==> config.mk <==
export PLATFORM = sky130hd
export DESIGN_NAME = http_date_parser
export DESIGN_NICKNAME = d
export VERILOG_FILES = /design/src/design/hdp_pkg.sv /design/src/design/http_date_parser.sv /design/src/design/hdp_front.sv /design/src/design/hdp_back.sv
export SDC_FILE = /design/constraint.sdc
export NUM_CORES = 1
export LEC_CHECK = 0
export BUFFER_PORTS_ARGS = -buffer_cell sky130_fd_sc_hd__buf_4
export CAP_MARGIN = 10
export CORE_MARGIN = 10
export CORE_UTILIZATION = 40
export DETAILED_ROUTE_END_ITERATION = 16
export HOLD_SLACK_MARGIN = 0.06
export SYNTH_ARGS = -nofsm -noshare
export SYNTH_HDL_FRONTEND = slang
export SYNTH_SLANG_ARGS = --single-unit
==> constraint.sdc <==
create_clock -name clk -period 6.5 [get_ports clk]
set_input_delay 1.95 -clock clk [delete_from_list [all_inputs] [get_ports clk]]
set_output_delay 1.95 -clock clk [all_outputs]
set_load 0.05 [all_outputs]
==> src/design/hdp_pkg.sv <==
package hdp_pkg;

	// Buffer size and derived widths
	localparam int MAX_LEN = 64;
	localparam int AW = $clog2(MAX_LEN);
	localparam int LW = $clog2(MAX_LEN + 1);
	localparam int CW = $clog2(MAX_LEN + 16);

	// Grammar codes
	localparam logic [1:0] FMT_ASCTIME = 2'd0;
	localparam logic [1:0] FMT_RFC1123 = 2'd1;
	localparam logic [1:0] FMT_RFC850  = 2'd2;
	localparam logic [1:0] FMT_RESET   = FMT_RFC1123;

	// Two-digit year mapping
	localparam logic [6:0]  YEAR_PIVOT = 7'd70;
	localparam logic [13:0] CENT_NEW   = 14'd2000;
	localparam logic [13:0] CENT_OLD   = 14'd1900;

	typedef struct packed {
		logic [7:0] char_byte;
		logic       last_char;
		logic       local_flag;
	} item_t;

	typedef struct packed {
		logic        valid_res;
		logic        too_long;
		logic [13:0] year;
		logic [3:0]  month;
		logic [6:0]  day;
		logic [6:0]  hours;
		logic [6:0]  minutes;
		logic [6:0]  seconds;
		logic        local_time;
	} result_t;

	// Job descriptor handed from the loader to the parser
	typedef struct packed {
		logic [LW-1:0] len;
		logic          ovf;
		logic          lf;
		logic [1:0]    fmt;
	} job_t;

	// Buffer read request from the parser
	typedef struct packed {
		logic          en;
		logic [AW-1:0] addr;
	} rd_req_t;

	typedef enum logic [4:0] {
		ST_IDLE, ST_SKIP, ST_SKIPCK, ST_LOAD,
		ST_A_MON0, ST_A_MON1, ST_A_DAY0, ST_B_DAY0, ST_DAY1,
		ST_B_MON0, ST_B_MON1, ST_C_DASH, ST_C_MON, ST_B_Y0,
		ST_YEAR0, ST_YEAR1, ST_YEAR2,
		ST_TIME0, ST_TIME1, ST_TIME2, ST_TIME3, ST_TIME4,
		ST_ZONE0, ST_ZONE1, ST_ZONE2,
		ST_END, ST_FAIL, ST_DONE
	} st_t;

	function automatic logic is_dig(input logic [7:0] c);
		return (c >= 8'h30) && (c <= 8'h39);
	endfunction

	function automatic logic is_spc(input logic [7:0] c);
		return (c == 8'h20) || ((c >= 8'h09) && (c <= 8'h0d));
	endfunction

	function automatic logic [3:0] dval(input logic [7:0] c);
		logic [7:0] d;
		d = c - 8'h30;
		return d[3:0];
	endfunction

	// Month number 1..12, 0 when no name matches
	function automatic logic [3:0] month_of(input logic [23:0] s);
		logic [3:0] m;
		unique case (s)
			"Jan": m = 4'd1;
			"Feb": m = 4'd2;
			"Mar": m = 4'd3;
			"Apr": m = 4'd4;
			"May": m = 4'd5;
			"Jun": m = 4'd6;
			"Jul": m = 4'd7;
			"Aug": m = 4'd8;
			"Sep": m = 4'd9;
			"Oct": m = 4'd10;
			"Nov": m = 4'd11;
			"Dec": m = 4'd12;
			default: m = 4'd0;
		endcase
		return m;
	endfunction

endpackage

==> src/design/http_date_parser.sv <==
// HTTP date parser.
// Items are characters of one date string, presented on item with start;
// an item is taken at a clock edge where start is high and busy is low.
// The item with last_char set ends the string. The grammar comes from the
// date_format register, written through cfg_we/cfg_data (reset: RFC 1123).
// Loading: one character per cycle while busy is low, into a 64-entry
// buffer; longer strings are flagged too_long. After the last character
// busy stays high while the parser walks the buffer through its single
// read port, reading one byte per skipped character and four-byte
// windows for the fields, then done pulses for one cycle with the result.
// busy drops the cycle after done. Only one string is in flight, so
// throughput is one string per load time plus parse time. The receiver
// cannot stall: the result is shown once. Reset clears the loader, the
// queued job and the parser; buffer contents are not cleared, and reads
// past the end of the string are masked to zero.
module http_date_parser import hdp_pkg::*; (
	input  logic       clk,
	input  logic       arst_n,
	input  logic       start,
	input  item_t      item,
	output logic       busy,
	input  logic       cfg_we,
	input  logic [1:0] cfg_data,
	output logic       done,
	output result_t    result
);

	logic       back_busy;
	logic       pop;
	logic       job_v;
	job_t       job;
	rd_req_t    rd;
	logic [7:0] rd_data;

	hdp_front u_front (
		.clk       (clk),
		.arst_n    (arst_n),
		.start     (start),
		.item      (item),
		.cfg_we    (cfg_we),
		.cfg_data  (cfg_data),
		.back_busy (back_busy),
		.pop       (pop),
		.rd        (rd),
		.busy      (busy),
		.job_v     (job_v),
		.job       (job),
		.rd_data_q (rd_data)
	);

	hdp_back u_back (
		.clk     (clk),
		.arst_n  (arst_n),
		.job_v   (job_v),
		.job     (job),
		.rd_data (rd_data),
		.pop     (pop),
		.rd      (rd),
		.busy    (back_busy),
		.done    (done),
		.result  (result)
	);

endmodule

==> src/design/hdp_front.sv <==
module hdp_front import hdp_pkg::*; (
	input  logic          clk,
	input  logic          arst_n,
	input  logic          start,
	input  item_t         item,
	input  logic          cfg_we,
	input  logic [1:0]    cfg_data,
	input  logic          back_busy,
	input  logic          pop,
	input  rd_req_t       rd,
	output logic          busy,
	output logic          job_v,
	output job_t          job,
	output logic [7:0]    rd_data_q
);

	logic [7:0]    buf_q [MAX_LEN];
	logic [LW-1:0] cnt_q;
	logic          ovf_q;
	logic [1:0]    fmt_q;
	logic          job_v_q;
	job_t          job_q;
	logic          accept;
	logic          room;

	// Hold off new characters while a string is queued or parsed
	assign busy   = job_v_q || back_busy;
	assign accept = start && !busy;
	assign room   = cnt_q < LW'(MAX_LEN);
	assign job_v  = job_v_q;
	assign job    = job_q;

	// Character buffer: write on accept while there is room, registered read for the parser
	always_ff @(posedge clk) begin
		if (accept && room) begin
			buf_q[cnt_q[AW-1:0]] <= item.char_byte;
		end
		if (rd.en) begin
			rd_data_q <= buf_q[rd.addr];
		end
	end

	// Format register; count characters, track overflow, queue the job on the last one, clear it on pop
	always_ff @(posedge clk or negedge arst_n) begin
		if (!arst_n) begin
			cnt_q   <= '0;
			ovf_q   <= 1'b0;
			fmt_q   <= FMT_RESET;
			job_v_q <= 1'b0;
		end else begin
			if (cfg_we) begin
				fmt_q <= cfg_data;
			end
			if (pop) begin
				job_v_q <= 1'b0;
			end
			if (accept) begin
				if (item.last_char) begin
					job_v_q <= 1'b1;
					cnt_q   <= '0;
					ovf_q   <= 1'b0;
				end else begin
					cnt_q <= room ? cnt_q + LW'(1) : cnt_q;
					ovf_q <= ovf_q || !room;
				end
			end
		end
	end

	// Capture the job descriptor
	always_ff @(posedge clk) begin
		if (accept && item.last_char) begin
			job_q.len <= room ? cnt_q + LW'(1) : cnt_q;
			job_q.ovf <= ovf_q || !room;
			job_q.lf  <= item.local_flag;
			job_q.fmt <= fmt_q;
		end
	end

endmodule

==> src/design/hdp_back.sv <==
module hdp_back import hdp_pkg::*; (
	input  logic       clk,
	input  logic       arst_n,
	input  logic       job_v,
	input  job_t       job,
	input  logic [7:0] rd_data,
	output logic       pop,
	output rd_req_t    rd,
	output logic       busy,
	output logic       done,
	output result_t    result
);

	st_t           st_q, st_d, lret_q, lret_d, sret_q, sret_d;
	logic [CW-1:0] i_q, i_d;
	logic [LW-1:0] len_q, len_d;
	logic [1:0]    fmt_q, fmt_d;
	logic [2:0]    lc_q, lc_d, ln_q, ln_d;
	logic          ssp_q, ssp_d;
	logic          ok_s1;
	logic [7:0]    w_q [4];
	logic [7:0]    w_d [4];
	logic [6:0]    day_q, day_d, h_q, h_d, m_q, m_d, s_q, s_d;
	logic [3:0]    mon_q, mon_d;
	logic [13:0]   yr_q, yr_d;
	logic          sec_q, sec_d, yrok_q, yrok_d, loc_q, loc_d;
	result_t       res_q, res_d;
	logic [CW:0]   la;
	logic          lok;
	logic [3:0]    mnum;
	logic [6:0]    y2;
	logic          date_ok;
	logic [1:0]    widx;

	// Cursor plus k is inside the string
	function automatic logic lt(input logic [CW-1:0] p, input logic [3:0] k,
			input logic [LW-1:0] n);
		return ({1'b0, p} + (CW+1)'(k)) < (CW+1)'(n);
	endfunction

	assign la      = {1'b0, i_q} + (CW+1)'(lc_q);
	assign lok     = la < (CW+1)'(len_q);
	assign mnum    = month_of({w_q[0], w_q[1], w_q[2]});
	assign y2      = 7'(dval(w_q[0])) * 7'd10 + 7'(dval(w_q[1]));
	assign date_ok = (day_q != 7'd0) && sec_q && yrok_q;
	assign widx    = 2'(lc_q - 3'd1);

	// Next state and datapath
	always_comb begin
		st_d   = st_q;
		lret_d = lret_q;
		sret_d = sret_q;
		i_d    = i_q;
		len_d  = len_q;
		fmt_d  = fmt_q;
		lc_d   = lc_q;
		ln_d   = ln_q;
		ssp_d  = ssp_q;
		w_d    = w_q;
		day_d  = day_q;
		mon_d  = mon_q;
		yr_d   = yr_q;
		h_d    = h_q;
		m_d    = m_q;
		s_d    = s_q;
		sec_d  = sec_q;
		yrok_d = yrok_q;
		loc_d  = loc_q;
		res_d  = res_q;
		unique case (st_q)
			ST_IDLE: begin
				if (job_v) begin
					len_d  = job.len;
					fmt_d  = job.fmt;
					day_d  = '0;
					mon_d  = '0;
					yr_d   = '0;
					h_d    = '0;
					m_d    = '0;
					s_d    = '0;
					sec_d  = 1'b0;
					yrok_d = 1'b0;
					loc_d  = (job.fmt == FMT_ASCTIME) ? job.lf : 1'b1;
					res_d  = '0;
					if (job.ovf) begin
						res_d.too_long = 1'b1;
						st_d = ST_DONE;
					end else if (job.fmt == FMT_ASCTIME) begin
						i_d = CW'(4);
						ssp_d = 1'b1;
						sret_d = ST_A_MON0;
						st_d = ST_SKIP;
					end else if (job.fmt == FMT_RFC1123 || job.fmt == FMT_RFC850) begin
						i_d = (job.fmt == FMT_RFC1123) ? CW'(5) : CW'(6);
						ssp_d = 1'b0;
						sret_d = ST_B_DAY0;
						st_d = ST_SKIP;
					end else begin
						st_d = ST_FAIL;
					end
				end
			end
			ST_SKIP: begin
				if (!lt(i_q, 4'd0, len_q)) begin
					st_d = sret_q;
				end else begin
					lc_d = '0;
					ln_d = 3'd1;
					lret_d = ST_SKIPCK;
					st_d = ST_LOAD;
				end
			end
			ST_SKIPCK: begin
				if (ssp_q ? is_spc(w_q[0]) : !is_dig(w_q[0])) begin
					i_d = i_q + CW'(1);
					st_d = ST_SKIP;
				end else begin
					st_d = sret_q;
				end
			end
			ST_LOAD: begin
				if (lc_q != 3'd0) begin
					w_d[widx] = ok_s1 ? rd_data : 8'h00;
				end
				lc_d = lc_q + 3'd1;
				if (lc_q == ln_q) begin
					st_d = lret_q;
				end
			end
			ST_A_MON0: begin
				if (!lt(i_q, 4'd3, len_q)) begin
					st_d = ST_FAIL;
				end else begin
					lc_d = '0;
					ln_d = 3'd4;
					lret_d = ST_A_MON1;
					st_d = ST_LOAD;
				end
			end
			ST_A_MON1: begin
				if (mnum == 4'd0) begin
					st_d = ST_FAIL;
				end else begin
					mon_d = mnum;
					i_d = i_q + CW'(3);
					ssp_d = 1'b0;
					sret_d = ST_A_DAY0;
					st_d = ST_SKIP;
				end
			end
			ST_A_DAY0, ST_B_DAY0: begin
				if (!lt(i_q, (st_q == ST_A_DAY0) ? 4'd7 : 4'd14, len_q)) begin
					st_d = ST_FAIL;
				end else begin
					lc_d = '0;
					ln_d = 3'd4;
					lret_d = ST_DAY1;
					st_d = ST_LOAD;
				end
			end
			ST_DAY1: begin
				if (is_dig(w_q[1])) begin
					day_d = 7'(dval(w_q[0])) * 7'd10 + 7'(dval(w_q[1]));
					i_d = i_q + CW'(2);
				end else begin
					day_d = 7'(dval(w_q[0]));
					i_d = i_q + CW'(1);
				end
				if (fmt_q == FMT_ASCTIME) begin
					st_d = ST_TIME0;
				end else if (fmt_q == FMT_RFC1123) begin
					ssp_d = 1'b1;
					sret_d = ST_B_MON0;
					st_d = ST_SKIP;
				end else begin
					lc_d = '0;
					ln_d = 3'd4;
					lret_d = ST_C_DASH;
					st_d = ST_LOAD;
				end
			end
			ST_B_MON0: begin
				if (!lt(i_q, 4'd11, len_q)) begin
					st_d = ST_FAIL;
				end else begin
					lc_d = '0;
					ln_d = 3'd4;
					lret_d = ST_B_MON1;
					st_d = ST_LOAD;
				end
			end
			ST_B_MON1: begin
				if (mnum == 4'd0) begin
					st_d = ST_FAIL;
				end else begin
					mon_d = mnum;
					i_d = i_q + CW'(3);
					ssp_d = 1'b0;
					sret_d = ST_B_Y0;
					st_d = ST_SKIP;
				end
			end
			ST_C_DASH: begin
				if (w_q[0] != "-") begin
					st_d = ST_FAIL;
				end else begin
					i_d = i_q + CW'(1);
					lc_d = '0;
					ln_d = 3'd4;
					lret_d = ST_C_MON;
					st_d = ST_LOAD;
				end
			end
			ST_C_MON: begin
				if (mnum == 4'd0 || w_q[3] != "-") begin
					st_d = ST_FAIL;
				end else begin
					mon_d = mnum;
					i_d = i_q + CW'(4);
					st_d = ST_B_Y0;
				end
			end
			ST_B_Y0: begin
				st_d = lt(i_q, 4'd7, len_q) ? ST_YEAR0 : ST_FAIL;
			end
			ST_YEAR0: begin
				ssp_d = 1'b0;
				sret_d = ST_YEAR1;
				st_d = ST_SKIP;
			end
			ST_YEAR1: begin
				lc_d = '0;
				ln_d = 3'd4;
				lret_d = ST_YEAR2;
				st_d = ST_LOAD;
			end
			ST_YEAR2: begin
				if (is_dig(w_q[0]) && is_dig(w_q[1])) begin
					yrok_d = 1'b1;
					if (is_dig(w_q[2]) && is_dig(w_q[3])) begin
						yr_d = 14'(dval(w_q[0])) * 14'd1000 + 14'(dval(w_q[1])) * 14'd100
							+ 14'(dval(w_q[2])) * 14'd10 + 14'(dval(w_q[3]));
						i_d = i_q + CW'(4);
					end else begin
						yr_d = 14'(y2) + ((y2 < YEAR_PIVOT) ? CENT_NEW : CENT_OLD);
						i_d = i_q + CW'(2);
					end
				end
				st_d = (fmt_q == FMT_ASCTIME) ? ST_END : ST_TIME0;
			end
			ST_TIME0: begin
				ssp_d = 1'b0;
				sret_d = ST_TIME1;
				st_d = ST_SKIP;
			end
			ST_TIME1: begin
				if (!lt(i_q, 4'd5, len_q)) begin
					st_d = (fmt_q == FMT_ASCTIME) ? ST_YEAR0 : ST_ZONE0;
				end else begin
					lc_d = '0;
					ln_d = 3'd4;
					lret_d = ST_TIME2;
					st_d = ST_LOAD;
				end
			end
			ST_TIME2: begin
				if (is_dig(w_q[1])) begin
					h_d = 7'(dval(w_q[0])) * 7'd10 + 7'(dval(w_q[1]));
					i_d = i_q + CW'(2);
				end else begin
					h_d = 7'(dval(w_q[0]));
					i_d = i_q + CW'(1);
				end
				lc_d = '0;
				ln_d = 3'd4;
				lret_d = ST_TIME3;
				st_d = ST_LOAD;
			end
			ST_TIME3, ST_TIME4: begin
				st_d = (fmt_q == FMT_ASCTIME) ? ST_YEAR0 : ST_ZONE0;
				if (w_q[0] == ":" && is_dig(w_q[1])) begin
					if (is_dig(w_q[2])) begin
						m_d = 7'(dval(w_q[1])) * 7'd10 + 7'(dval(w_q[2]));
						i_d = i_q + CW'(3);
					end else begin
						m_d = 7'(dval(w_q[1]));
						i_d = i_q + CW'(2);
					end
					if (st_q == ST_TIME3) begin
						lc_d = '0;
						ln_d = 3'd4;
						lret_d = ST_TIME4;
						st_d = ST_LOAD;
					end else begin
						m_d = m_q;
						s_d = is_dig(w_q[2]) ?
							7'(dval(w_q[1])) * 7'd10 + 7'(dval(w_q[2])) : 7'(dval(w_q[1]));
						sec_d = 1'b1;
					end
				end
			end
			ST_ZONE0: begin
				if (date_ok) begin
					ssp_d = 1'b1;
					sret_d = ST_ZONE1;
					st_d = ST_SKIP;
				end else begin
					st_d = ST_END;
				end
			end
			ST_ZONE1: begin
				if (lt(i_q, 4'd2, len_q)) begin
					lc_d = '0;
					ln_d = 3'd4;
					lret_d = ST_ZONE2;
					st_d = ST_LOAD;
				end else begin
					st_d = ST_END;
				end
			end
			ST_ZONE2: begin
				loc_d = !(({w_q[0], w_q[1], w_q[2]} == "GMT") ||
					({w_q[0], w_q[1], w_q[2]} == "UTC"));
				st_d = ST_END;
			end
			ST_END: begin
				res_d = '0;
				if (date_ok) begin
					res_d.valid_res  = 1'b1;
					res_d.year       = yr_q;
					res_d.month      = mon_q;
					res_d.day        = day_q;
					res_d.hours      = h_q;
					res_d.minutes    = m_q;
					res_d.seconds    = s_q;
					res_d.local_time = loc_q;
				end
				st_d = ST_DONE;
			end
			ST_FAIL: begin
				res_d = '0;
				st_d = ST_DONE;
			end
			ST_DONE: begin
				st_d = ST_IDLE;
			end
			default: begin
				st_d = ST_IDLE;
			end
		endcase
	end

	// Outputs: buffer reads, queue pop, result strobe
	always_comb begin
		rd.en   = (st_q == ST_LOAD) && (lc_q < ln_q);
		rd.addr = la[AW-1:0];
		pop     = (st_q == ST_IDLE) && job_v;
		busy    = (st_q != ST_IDLE);
		done    = (st_q == ST_DONE);
		result  = res_q;
	end

	// Control state
	always_ff @(posedge clk or negedge arst_n) begin
		if (!arst_n) begin
			st_q <= ST_IDLE;
		end else begin
			st_q <= st_d;
		end
	end

	// Cursor, window and fields
	always_ff @(posedge clk) begin
		lret_q <= lret_d;
		sret_q <= sret_d;
		i_q    <= i_d;
		len_q  <= len_d;
		fmt_q  <= fmt_d;
		lc_q   <= lc_d;
		ln_q   <= ln_d;
		ssp_q  <= ssp_d;
		ok_s1  <= lok;
		w_q    <= w_d;
		day_q  <= day_d;
		mon_q  <= mon_d;
		yr_q   <= yr_d;
		h_q    <= h_d;
		m_q    <= m_d;
		s_q    <= s_d;
		sec_q  <= sec_d;
		yrok_q <= yrok_d;
		loc_q  <= loc_d;
		res_q  <= res_d;
	end

`ifndef SYNTHESIS
	a_done_pulse: assert property (@(posedge clk) disable iff (!arst_n)
		done |=> !done) else $error("result strobe longer than one cycle");
	a_flag_excl: assert property (@(posedge clk) disable iff (!arst_n)
		done && result.valid_res |-> !result.too_long)
		else $error("valid and too_long together");
	a_load_cnt: assert property (@(posedge clk) disable iff (!arst_n)
		st_q == ST_LOAD |-> lc_q <= ln_q) else $error("window load overran");
	a_pop_start: assert property (@(posedge clk) disable iff (!arst_n)
		pop |=> busy) else $error("job popped without starting parse");
`endif

endmodule

# Word-level counts from Yosys, hierarchy flattened
# Memories as Yosys holds them, arrays and structs flattened. A register that Yosys moved wholly into a read port is not among the register bits.
# Index checks and enable logic that the tools add are counted.
[totals]
ff_bits = 191
mem_bits_rw = 512
input_bits = 16
out_inout_bits = 51
word_cells = 380
memories = 1
[classes]
addsub = 24
mul = 5
magnitude_cmp = 23
eq_ne = 73
mux = 143
bitwise_logic = 1
reduce_logical = 70
[memory_table]
columns = ["memory", "words", "word_bits", "read_ports", "rd_clocked_by_memory_dff", "write_ports", "line_no", "source"]
rows = [
  ["u_front.buf_q", 64, 8, 1, 1, 1, "hdp_front.sv:17", "logic [7:0] buf_q [MAX_LEN];"],
]
[op_table]
columns = ["cell", "count"]
rows = [
  ["24-bit by 23-bit equality test with 1-bit output (second input constant)", 14],
  ["5-bit 2-to-1 mux", 41],
  ["7-bit 2-to-1 mux", 22],
  ["49-bit one-hot mux with 3 select lines", 1],
  ["5-bit one-hot mux with 21 select lines", 1],
  ["3-bit 2-to-1 mux", 22],
  ["5-bit equality test (second input constant)", 12],
  ["8-bit by 7-bit less-than comparator with 1-bit output", 7],
  ["7-bit one-hot mux with 2 select lines", 4],
  ["7-bit one-hot mux with 8 select lines", 1],
  ["5-bit one-hot mux with 11 select lines", 1],
  ["49-bit 2-to-1 mux", 1],
  ["4-bit one-hot mux with 12 select lines", 1],
  ["47-bit 2-to-1 mux", 1],
  ["14-bit 2-to-1 mux", 3],
  ["5-bit by 4-bit equality test with 1-bit output (second input constant)", 8],
  ["12-bit AND reduction", 3],
  ["5-bit one-hot mux with 7 select lines", 1],
  ["3-bit one-hot mux with 11 select lines", 1],
  ["32-bit bitwise mux", 1],
  ["8-bit by 6-bit >= comparator with 1-bit output (second input constant)", 4],
  ["8-bit by 6-bit <= comparator with 1-bit output (second input constant)", 4],
  ["3-bit one-hot mux with 10 select lines", 1],
  ["14-bit one-hot mux with 2 select lines", 1],
  ["67 further kinds", 183],
]

# Depth between registers and ports, before layout
# Gate-level depths: netlist (run 1).
[depth]
word_depth = 9
ltp_mapped = 21
ltp_nobuf = 19

# Cells and area by module
# From an unflattened synthesis (run 1), not the netlist that was laid out.
[hier_totals]
cells_unflattened = 2245
hier_area_um2 = 33797.4
[modules_own_cells]
columns = ["mod", "n_inst", "cells_each", "area_each_um2", "seq_area_each_um2"]
rows = [
  ["hdp_front", 1, 978, 21060.2, 16221.8],
  ["hdp_back", 1, 1267, 12737.2, 5009.8],
]

# Least setup slack after synthesis (run 1)
# Ideal clock, no wire load.
[synth_timing]
path_type = "flip-flop to flip-flop"
from = "reg u_back.st_q[0]"
to = "reg u_back.lret_q[0] (enable)"
setup_time_ns = 0.381
arrival_ns = 4.228
required_ns = 6.119
setup_slack_ns = 1.891
stages_incl_launch_ff = 22
period_less_slack_ns = 4.609
path_cell_list = "dfrtp_1 -> clkbuf_1 -> clkbuf_1 -> clkbuf_1 -> clkbuf_1 -> or2_2 -> inv_1 -> ha_1 -> inv_1 -> ha_1 -> nand2_1 -> a21oi_1 -> nor2_1 -> xor2_1 -> ha_1 -> a21oi_1 -> nand2_1 -> a31oi_1 -> a21oi_1 -> nor4_1 -> nand3_1 -> nor4_1"
[synth_between]
elab_chain_len = 6
[synth_rtl]
columns = ["element", "line_no", "source"]
rows = [
  ["from (decl)", "hdp_back.sv:14", "st_t st_q, st_d, lret_q, lret_d, sret_q, sret_d;"],
  ["from (signal assigned)", "hdp_back.sv:368", "st_q <= st_d;"],
  ["5-bit by 3-bit equality test with 1-bit output", "hdp_back.sv:70, hdp_back.sv:152", ""],
  ["4-bit 2-to-1 mux", "hdp_back.sv:152", "if (!lt(i_q, (st_q == ST_A_DAY0) ? 4'd7 : 4'd14, len_q)) begin"],
  ["7-bit by 4-bit adder with 8-bit output", "hdp_back.sv:38", "return ({1'b0, p} + (CW+1)'(k)) < (CW+1)'(n);"],
  ["8-bit by 7-bit less-than comparator with 1-bit output", "hdp_back.sv:38", ""],
  ["2-bit by 1-bit inequality test with 1-bit output (no line)", "--", ""],
  ["12-bit AND reduction (no line) (*)", "--", ""],
  ["to (signal assigned)", "hdp_back.sv:374", "lret_q <= lret_d;"],
  ["to (decl)", "hdp_back.sv:14", ""],
]
# Mark *: on every way between the ends. The rest lies on a longest branch, timed or not.
# A chain may end at the register's enable or synchronous reset.

# Worst setup path after layout (run 1)
[layout_timing]
from = "reg u_back.st_q[2]"
to = "out busy"
[layout_between]
elab_chain_len = 2
[layout_rtl]
columns = ["element", "line_no", "source"]
rows = [
  ["5-bit nonzero test", "hdp_back.sv:358", "busy = (st_q != ST_IDLE);"],
  ["1-bit logical OR", "hdp_front.sv:27", "assign busy = job_v_q || back_busy;"],
  ["to (decl)", "http_date_parser.sv:21", "output logic busy,"],
]
# Every way passes these cells.

==> metrics.cfg, run 1 <==
[setup_path]
end_kind=primary output
critical_path_arrival_ps=3020
path_common_cell=buf_4
start_kind=flip-flop
critPathMaxStageDelay_ps=620
cp_max_fo=29
path_delay_family=simple AND/OR/NAND/NOR gates
crit_slowest_cell=nor3_2
crit_type=flip-flop to primary output
crit_path_cell_trace=buf_4 -> nor3_2 -> nand2_1 -> nor2_1 -> inv_1 -> buf_4
critPathBufInv=3
worst_ep_required_time_ps=4550

[clocking]
cts.repair.resized=0
cts_tree=yes
cts_inserted_buffers=77
cts_num_sinks=710
cts_buffer_depth=3
clkTransAtPathRegs_ps=60
root_buffer=clkbuf_16
holdBufCountCts=0
post_cts_buffers=0
ctsHtreeMaxLevel=3
insertion_delay_ps=630

[die]
coreArea_mm2=0.0824
fp-row-count=105
fp.dieH_um=309
start_util_pct=40.6
die_w_um=309
ios=67
dieArea_mm2=0.0955

[global_routing]
grt_use_total_pct=16.7
grt_max_degree=65
grt_antenna_before_repair=3
grt_overflow=0
grt_pass1_wl_um=122000
grt_pass1_vias=19300

[sta]
finalSetupTns_ps=0
slew_viol_final=0
hold_viol=0
whs_ps=431
finClkSkew_ps=32.7
post-route-period-util_pct=76.4
rsz0062_at_grt=false
min_period_ps=4970
max_freq_ghz=0.201
setup_viol=0
relSlewSlack_pct=25.9
tightest_slew_ps=1110

[outcome]
status=finished clean

[route]
via_count=19000
wl_um=80600
drc=0
wl_per_cell_um=23.9
drt_pass1_iterations=5
drt_iter0_drc=1679
ant_nets=0
vias_per_cell=5.63

[logic_synthesis]
ys_types=88
syn_area_mm2=0.0334
synth-edff-count=693
synthFlopType=edfxtp_1
avgSynthCellArea_um2=15.4
async_reset_ff_share_pct=2.25
syn_nets=2350
postSynthCellCount=2164
synth-seq-cells=710
yosys_warnings=0
yosysSeqAreaShare_pct=63.6

[finish]
synthToLayoutAreaGrowth_pct=12.2
drive_gt1_share_pct=16.7
antenna_cells=0
nets=2424
fin_util_pct=45.5
fillers=7074
fin_cells=3370
final_area_mm2=0.0375

[placed_design]
dp_hpwl_um=54100
placed_cell_area_mm2=0.0351
io_buffers=66
dp_cells=3229
routabilityCongestion=0.903

[worst_hold_path]
hold_path.class=flip-flop to flip-flop

[pwr]
worst_ir_drop_vdd_v=0.000472
power_density_mw_per_mm2=508
leakagePower_uw=0.0128

[run]
maxCapViolations=0

where the power goes:
part / leakage [uW] / internal (uW) / total, uW / switching (uW)
Clock: 0.00113 / 2350 / 4130 / 1790
Sequential: 0.00648 / 5460 / 5740 / 279
Combinational: 0.00520 / 4050 / 9150 / 5100
cells by family after synthesis:
group | after synthesis | synth area share, %
simple gates | 572 | 8.74
xor+xnor | 69 | 1.81
flops | 710 | 63.6
buf+inv | 178 | 2.20
fa+ha+maj | 170 | 6.88
mux | 173 | 11.2
compound gates | 292 | 5.61
placed cells by master (no fill, tap or decap), types with 22 or more instances in the layout:
master | synthesis | routed
nand3_1 | 33 | 33
mux4_2 | 160 | 160
o21ai_0 | 51 | 51
nor2_1 | 168 | 168
nor2b_1 | 39 | 39
edfxtp_1 | 693 | 693
xnor2_1 | 40 | 37
fa_1 | 23 | 22
and2_1 | 67 | 67
a21o_1 | 23 | 23
inv_1 | 82 | 82
xor2_1 | 29 | 28
nand2_1 | 130 | 129
a21oi_1 | 95 | 95
buf_4 | 3 | 87
clkbuf_16 | 0 | 78
nor3_1 | 24 | 24
ha_1 | 147 | 146
layer usage:
metal	global-route usage, %	share of wire, %
met1	22.1	43
met2	28.1	49
met3	2.95	5.9
met4	4.90	2.4
met5	0	0.033
layout make-up:
cell class                 count  area [um2]  share of cell area (%)
clock buffer                  99        2030                    5.42
clock inverter                42         359                   0.958
inverter                      83         312                   0.831
multi-input combinational   1276       11500                    30.7
sequential                   710       21200                    56.6
tap                         1070        1340                    3.57
timing repair buffer          90         713                    1.90
cell usage after synthesis (11+ instances only):
master,instances,area share (%)
a21oi_1,95,1.4
o21ai_0,51,0.76
inv_1,82,0.92
dfrtp_1,15,1.1
xor2_1,29,0.76
a21o_1,23,0.52
ha_1,147,5.5
nand2_1,130,1.5
nand3_1,33,0.49
nor2_1,168,1.9
and2_1,67,1.3
nor4_1,11,0.21
fa_1,23,1.4
a211oi_1,16,0.36
clkbuf_1,53,0.60
nor2b_1,39,0.73
and3_1,11,0.21
edfxtp_1,693,62
nand2b_1,21,0.39
xnor2_1,40,1.0
buf_2,21,0.31
mux4_2,160,11
buf_1,14,0.16
nor3_1,24,0.36
a31oi_1,19,0.36
worst paths after layout:
kind | slack, ps | endpoint | cells after the start | startpoint
max reg2reg | 1820 | u_back.lc_q[0] | 20 | u_back.st_q[1]
min | 430 | u_back.len_q[1] | 0 | u_front.job[5]
min reg2reg | 430 | u_back.len_q[1] | 0 | u_front.job[5]
min in group asynchronous | 1210 | u_back.st_q[2] | 1 | arst_n
max in group asynchronous | 4980 | u_front.fmt_q[0] | 1 | arst_n
max | 1530 | busy | 6 | u_back.st_q[2]
through the flow:
stage                     worst slack (ps)  total power, uW
final                                 1530            19000
after global routing                  1370            20000
after CTS                             1590            19200
after floorplan                       1890            12200
after detailed placement              1850            15000
after global placement                1830            15000
worst register-to-register path, delay by kind of cell (launching register included):
kind	cells	cell delay [ps]
xor gates and xnor gates	1	160
buffers and inverters	4	340
DFF	1	340
and+or+nand+nor	8	2280
adders and majority gates	3	620
AOI/OAI and AO/OA	4	550
registers in the layout, summed over array words and instances, names as in the netlist, 7 cells and up:
| name | count |
|---|---|
| u_back.i_q | 7 |
| u_front.rd_data_q | 8 |
| u_back.day_q | 7 |
| u_back.m_q | 7 |
| u_front.cnt_q | 7 |
| u_front.buf_q | 512 |
| u_back.yr_q | 14 |
| u_front.job | 11 |
| u_back.len_q | 7 |
| u_back.s_q | 7 |
| u_back.result | 49 |
| u_back.h_q | 7 |
| u_back.w_q | 32 |
Power figures use the tool's default switching activity.
==> inputs of run 2 (changes only) <==
Settings changed: ABC_AREA from default to 1.
Clock period 6.5 ns to 5.1 ns, I/O delays scaled along.
==> metrics.cfg, run 2 <==
[outcome]
status=finished clean

[logic_synthesis]
synthTopCellsByArea=edfxtp_1 (61%), nor2_1 (5.7%), ha_1 (5.4%)
synth-compound-area-share_pct=9.96  ; +4.4 points
synth-seq-cells=710  ; unchanged
synth_top_cell_by_area=edfxtp_1
muxShareOfSynthArea_pct=0.0948  ; -11 points
yosysSeqAreaShare_pct=61.9  ; -1.7 points
syn_area_mm2=0.0343  ; +2.7%
syn_nets=3361  ; +43%
synthFlopType=edfxtp_1
synthDominantCellAreaShare_pct=60.6  ; -1.7 points
synth_top_family_by_area=simple AND/OR/NAND/NOR gates
yosysMostFrequentCell=edfxtp_1
synth_common_cells=edfxtp_1 (693), nor2_1 (525), nand2_1 (460)
async_reset_ff_share_pct=2.25  ; unchanged
ys_types=60  ; -32%
synth-edff-count=693  ; unchanged
synth_xor_area_share_pct=1.50  ; -0.31 points
synthAdderAreaFrac_pct=6.70  ; -0.18 points
postSynthCellCount=3175  ; +47%
synth_simple_gate_area_share_pct=14.9  ; +6.1 points
yosys_warnings=0  ; unchanged
avgSynthCellArea_um2=10.8  ; -30%

[setup_path]
critPathMaxStageDelay_ps=630  ; about the same
end_kind=flip-flop
crit_path_cell_trace=fa_1 -> inv_1 -> fa_1 -> inv_1 -> ha_1 -> nand2_1 -> o21ai_0 -> xor2_1 -> inv_1 -> ha_1 -> ha_1 -> ha_1 -> a21oi_1 -> o21a_1 -> nand2_1 -> or2_2 -> a21oi_1 -> nor3_1
crit_type=flip-flop to flip-flop
cp_max_fo=4  ; -86%
crit_slowest_cell=fa_1
r2r_slack_ps=440  ; -1380 ps
worst_ep_required_time_ps=5450  ; +900 ps
startpoint=u_back.w_q[25]
reg2reg_depth=18  ; -10%
start_kind=flip-flop
r2r-start=u_back.w_q[25]
r2r-end=u_back.yr_q[11]
endpoint=u_back.yr_q[11]
critical_path_arrival_ps=5010  ; +1990 ps
path_common_cell=ha_1

[pwr]
combPwrFrac_pct=52.7  ; +4.6 points
seq_power_share_pct=27.1  ; -3.1 points
p_int_uw=14500  ; +22%
switching_share_pct=46.7  ; +9.1 points
p_sw_uw=12700  ; +78%
leakagePower_uw=0.0145  ; +13%
clock_power_share_pct=20.2  ; -1.5 points
worst_ir_drop_vdd_v=0.000773  ; +64%
power_density_mw_per_mm2=706  ; +39%

[sta]
rsz0062_at_grt=false
relSlewSlack_pct=24.3  ; -1.6 points
tightest_slew_ps=1130  ; +24.1 ps
min_period_ps=4660
finalSetupTns_ps=0  ; unchanged
hold_viol=0  ; unchanged
finClkSkew_ps=53.7  ; +21.0 ps
slew_viol_final=0  ; unchanged
whs_ps=421  ; -9.55 ps
post-route-period-util_pct=91.3
max_freq_ghz=0.215
setup_viol=0  ; unchanged

[clocking]
cts_num_sinks=710  ; unchanged
post_cts_buffers=0  ; unchanged
ctsHtreeMaxLevel=3  ; unchanged
root_buffer=clkbuf_16
cts.repair.resized=0  ; unchanged
clkTransAtPathRegs_ps=60  ; about the same
cts_inserted_buffers=76  ; -1.3%
holdBufCountCts=0  ; unchanged
cts_buffer_depth=3  ; unchanged
insertion_delay_ps=650  ; +20 ps
cts_tree=yes

[placed_design]
dp_hpwl_um=57400  ; +6.1%
dp_cells=4292  ; +33%
io_buffers=66  ; unchanged
routabilityCongestion=0.941  ; +4.2%
placed_cell_area_mm2=0.0361  ; +2.8%

[route]
via_count=23300  ; +23%
wl_um=89000  ; +10%
drc=0  ; unchanged
vias_per_cell=5.26  ; -6.6%
ant_nets=0  ; unchanged
drt_iter0_drc=1984  ; +18%
drt_pass1_iterations=7  ; +2
wl_per_cell_um=20.1  ; -16%

[finish]
drive_gt1_share_pct=8.39  ; -8.3 points
nets=3413  ; +41%
mostFrequentLayoutCells=edfxtp_1 (693), nor2_1 (525), nand2_1 (459)
fin_cells=4433  ; +32%
largest_reg_flops=512  ; unchanged
synthToLayoutAreaGrowth_pct=12.4
fin_util_pct=45.3  ; -0.19 points
final_common_cell=edfxtp_1
antenna_cells=0  ; unchanged
final_area_mm2=0.0386  ; +2.9%

[die]
dieArea_mm2=0.0979  ; +2.5%
coreArea_mm2=0.0851  ; +3.4%
start_util_pct=40.3  ; -0.25 points
fp.dieH_um=313  ; +1.3%
ios=67  ; unchanged
die_w_um=313  ; +1.3%
fp-row-count=107  ; +1.9%

[global_routing]
grt_pass1_wl_um=136000  ; +11%
grt_pass1_vias=22400  ; +16%
grt_max_degree=84  ; +29%
grt_overflow=0  ; unchanged
grt_use_total_pct=17.7  ; +0.95 points
grt_antenna_before_repair=0  ; -3

[worst_hold_path]
hold_path.class=flip-flop to flip-flop
hold_path_depth=0  ; unchanged

[run]
maxCapViolations=0  ; unchanged

==> run 2: cell count changes after synthesis, sizes merged, moves of 39 or more <==
cell	change
nor2b	-39
mux4	-160
nand2	+339
and2	-66
nor2	+376
o21ai	+283
inv	+207
o221ai	+47
nand3	+103
o22ai	+80
==> run 2: worst max-delay path: cells and delay by family, from the launching register on <==
| kind | cells | cell delay [ps] |
|---|---|---|
| simple gates | 4 | 490 |
| compound gates | 4 | 690 |
| flops | 1 | 420 |
| fa+ha+maj | 6 | 2370 |
| xor+xnor | 1 | 180 |
| buf+inv | 3 | 210 |
==> run 2: cell type report <==
class	instances	area [um2]
sequential	710	21200
tap	1144	1430
multi-input combinational	2046	11400
fill	8027	46600
inverter	294	1120
timing repair buffer	99	853
clock buffer	89	1970
clock inverter	51	543
==> run 2: routing by layer <==
layer / global-route usage [%] / vias to the layer above / part of all wire (%)
met4: 5.90 / 0 / 3.0
met2: 29.0 / 712 / 48
met5: 0 / - / 0
li1: - / 11200 / -
met1: 23.8 / 11200 / 43
met3: 2.74 / 144 / 6.1
==> run 2: how the worst min path moves through the flow <==
stage | startpoint | to | slack, ps
finish | u_front.job[8] | u_back.len_q[4] | 420
global route | u_front.job[8] | u_back.len_q[4] | 420
CTS | u_front.job[8] | u_back.len_q[4] | 420
detailed placement | u_front.job[8] | u_back.len_q[4] | 410
global placement | u_front.job[5] | u_back.len_q[1] | 400
floorplan | u_front.job[4] | u_back.len_q[0] | 400
==> run 2: power by group through the flow <==
stage	registers, uW	clock network, uW	logic, uW
6_report	7370	5500	14400
5_1_grt	7420	5830	15900
3_3_place_gp	7490	0	14200
3_5_place_dp	7490	0	14300
2_1_floorplan	7570	0	9360
4_1_cts	7370	5610	14400
==> run 2: per-stage QoR <==
stage	worst slack, ps	total power [uW]
2_1_floorplan	685	16900
3_3_place_gp	543	21700
3_5_place_dp	514	21800
4_1_cts	463	27300
5_1_grt	70.4	29200
6_report	442	27200
==> run 2: kinds of logic after synthesis <==
family | count (synthesis)
xor+xnor | 58
buf+inv | 419
compound gates | 599
mux | 3
simple gates | 1216
flops | 710
fa+ha+maj | 170
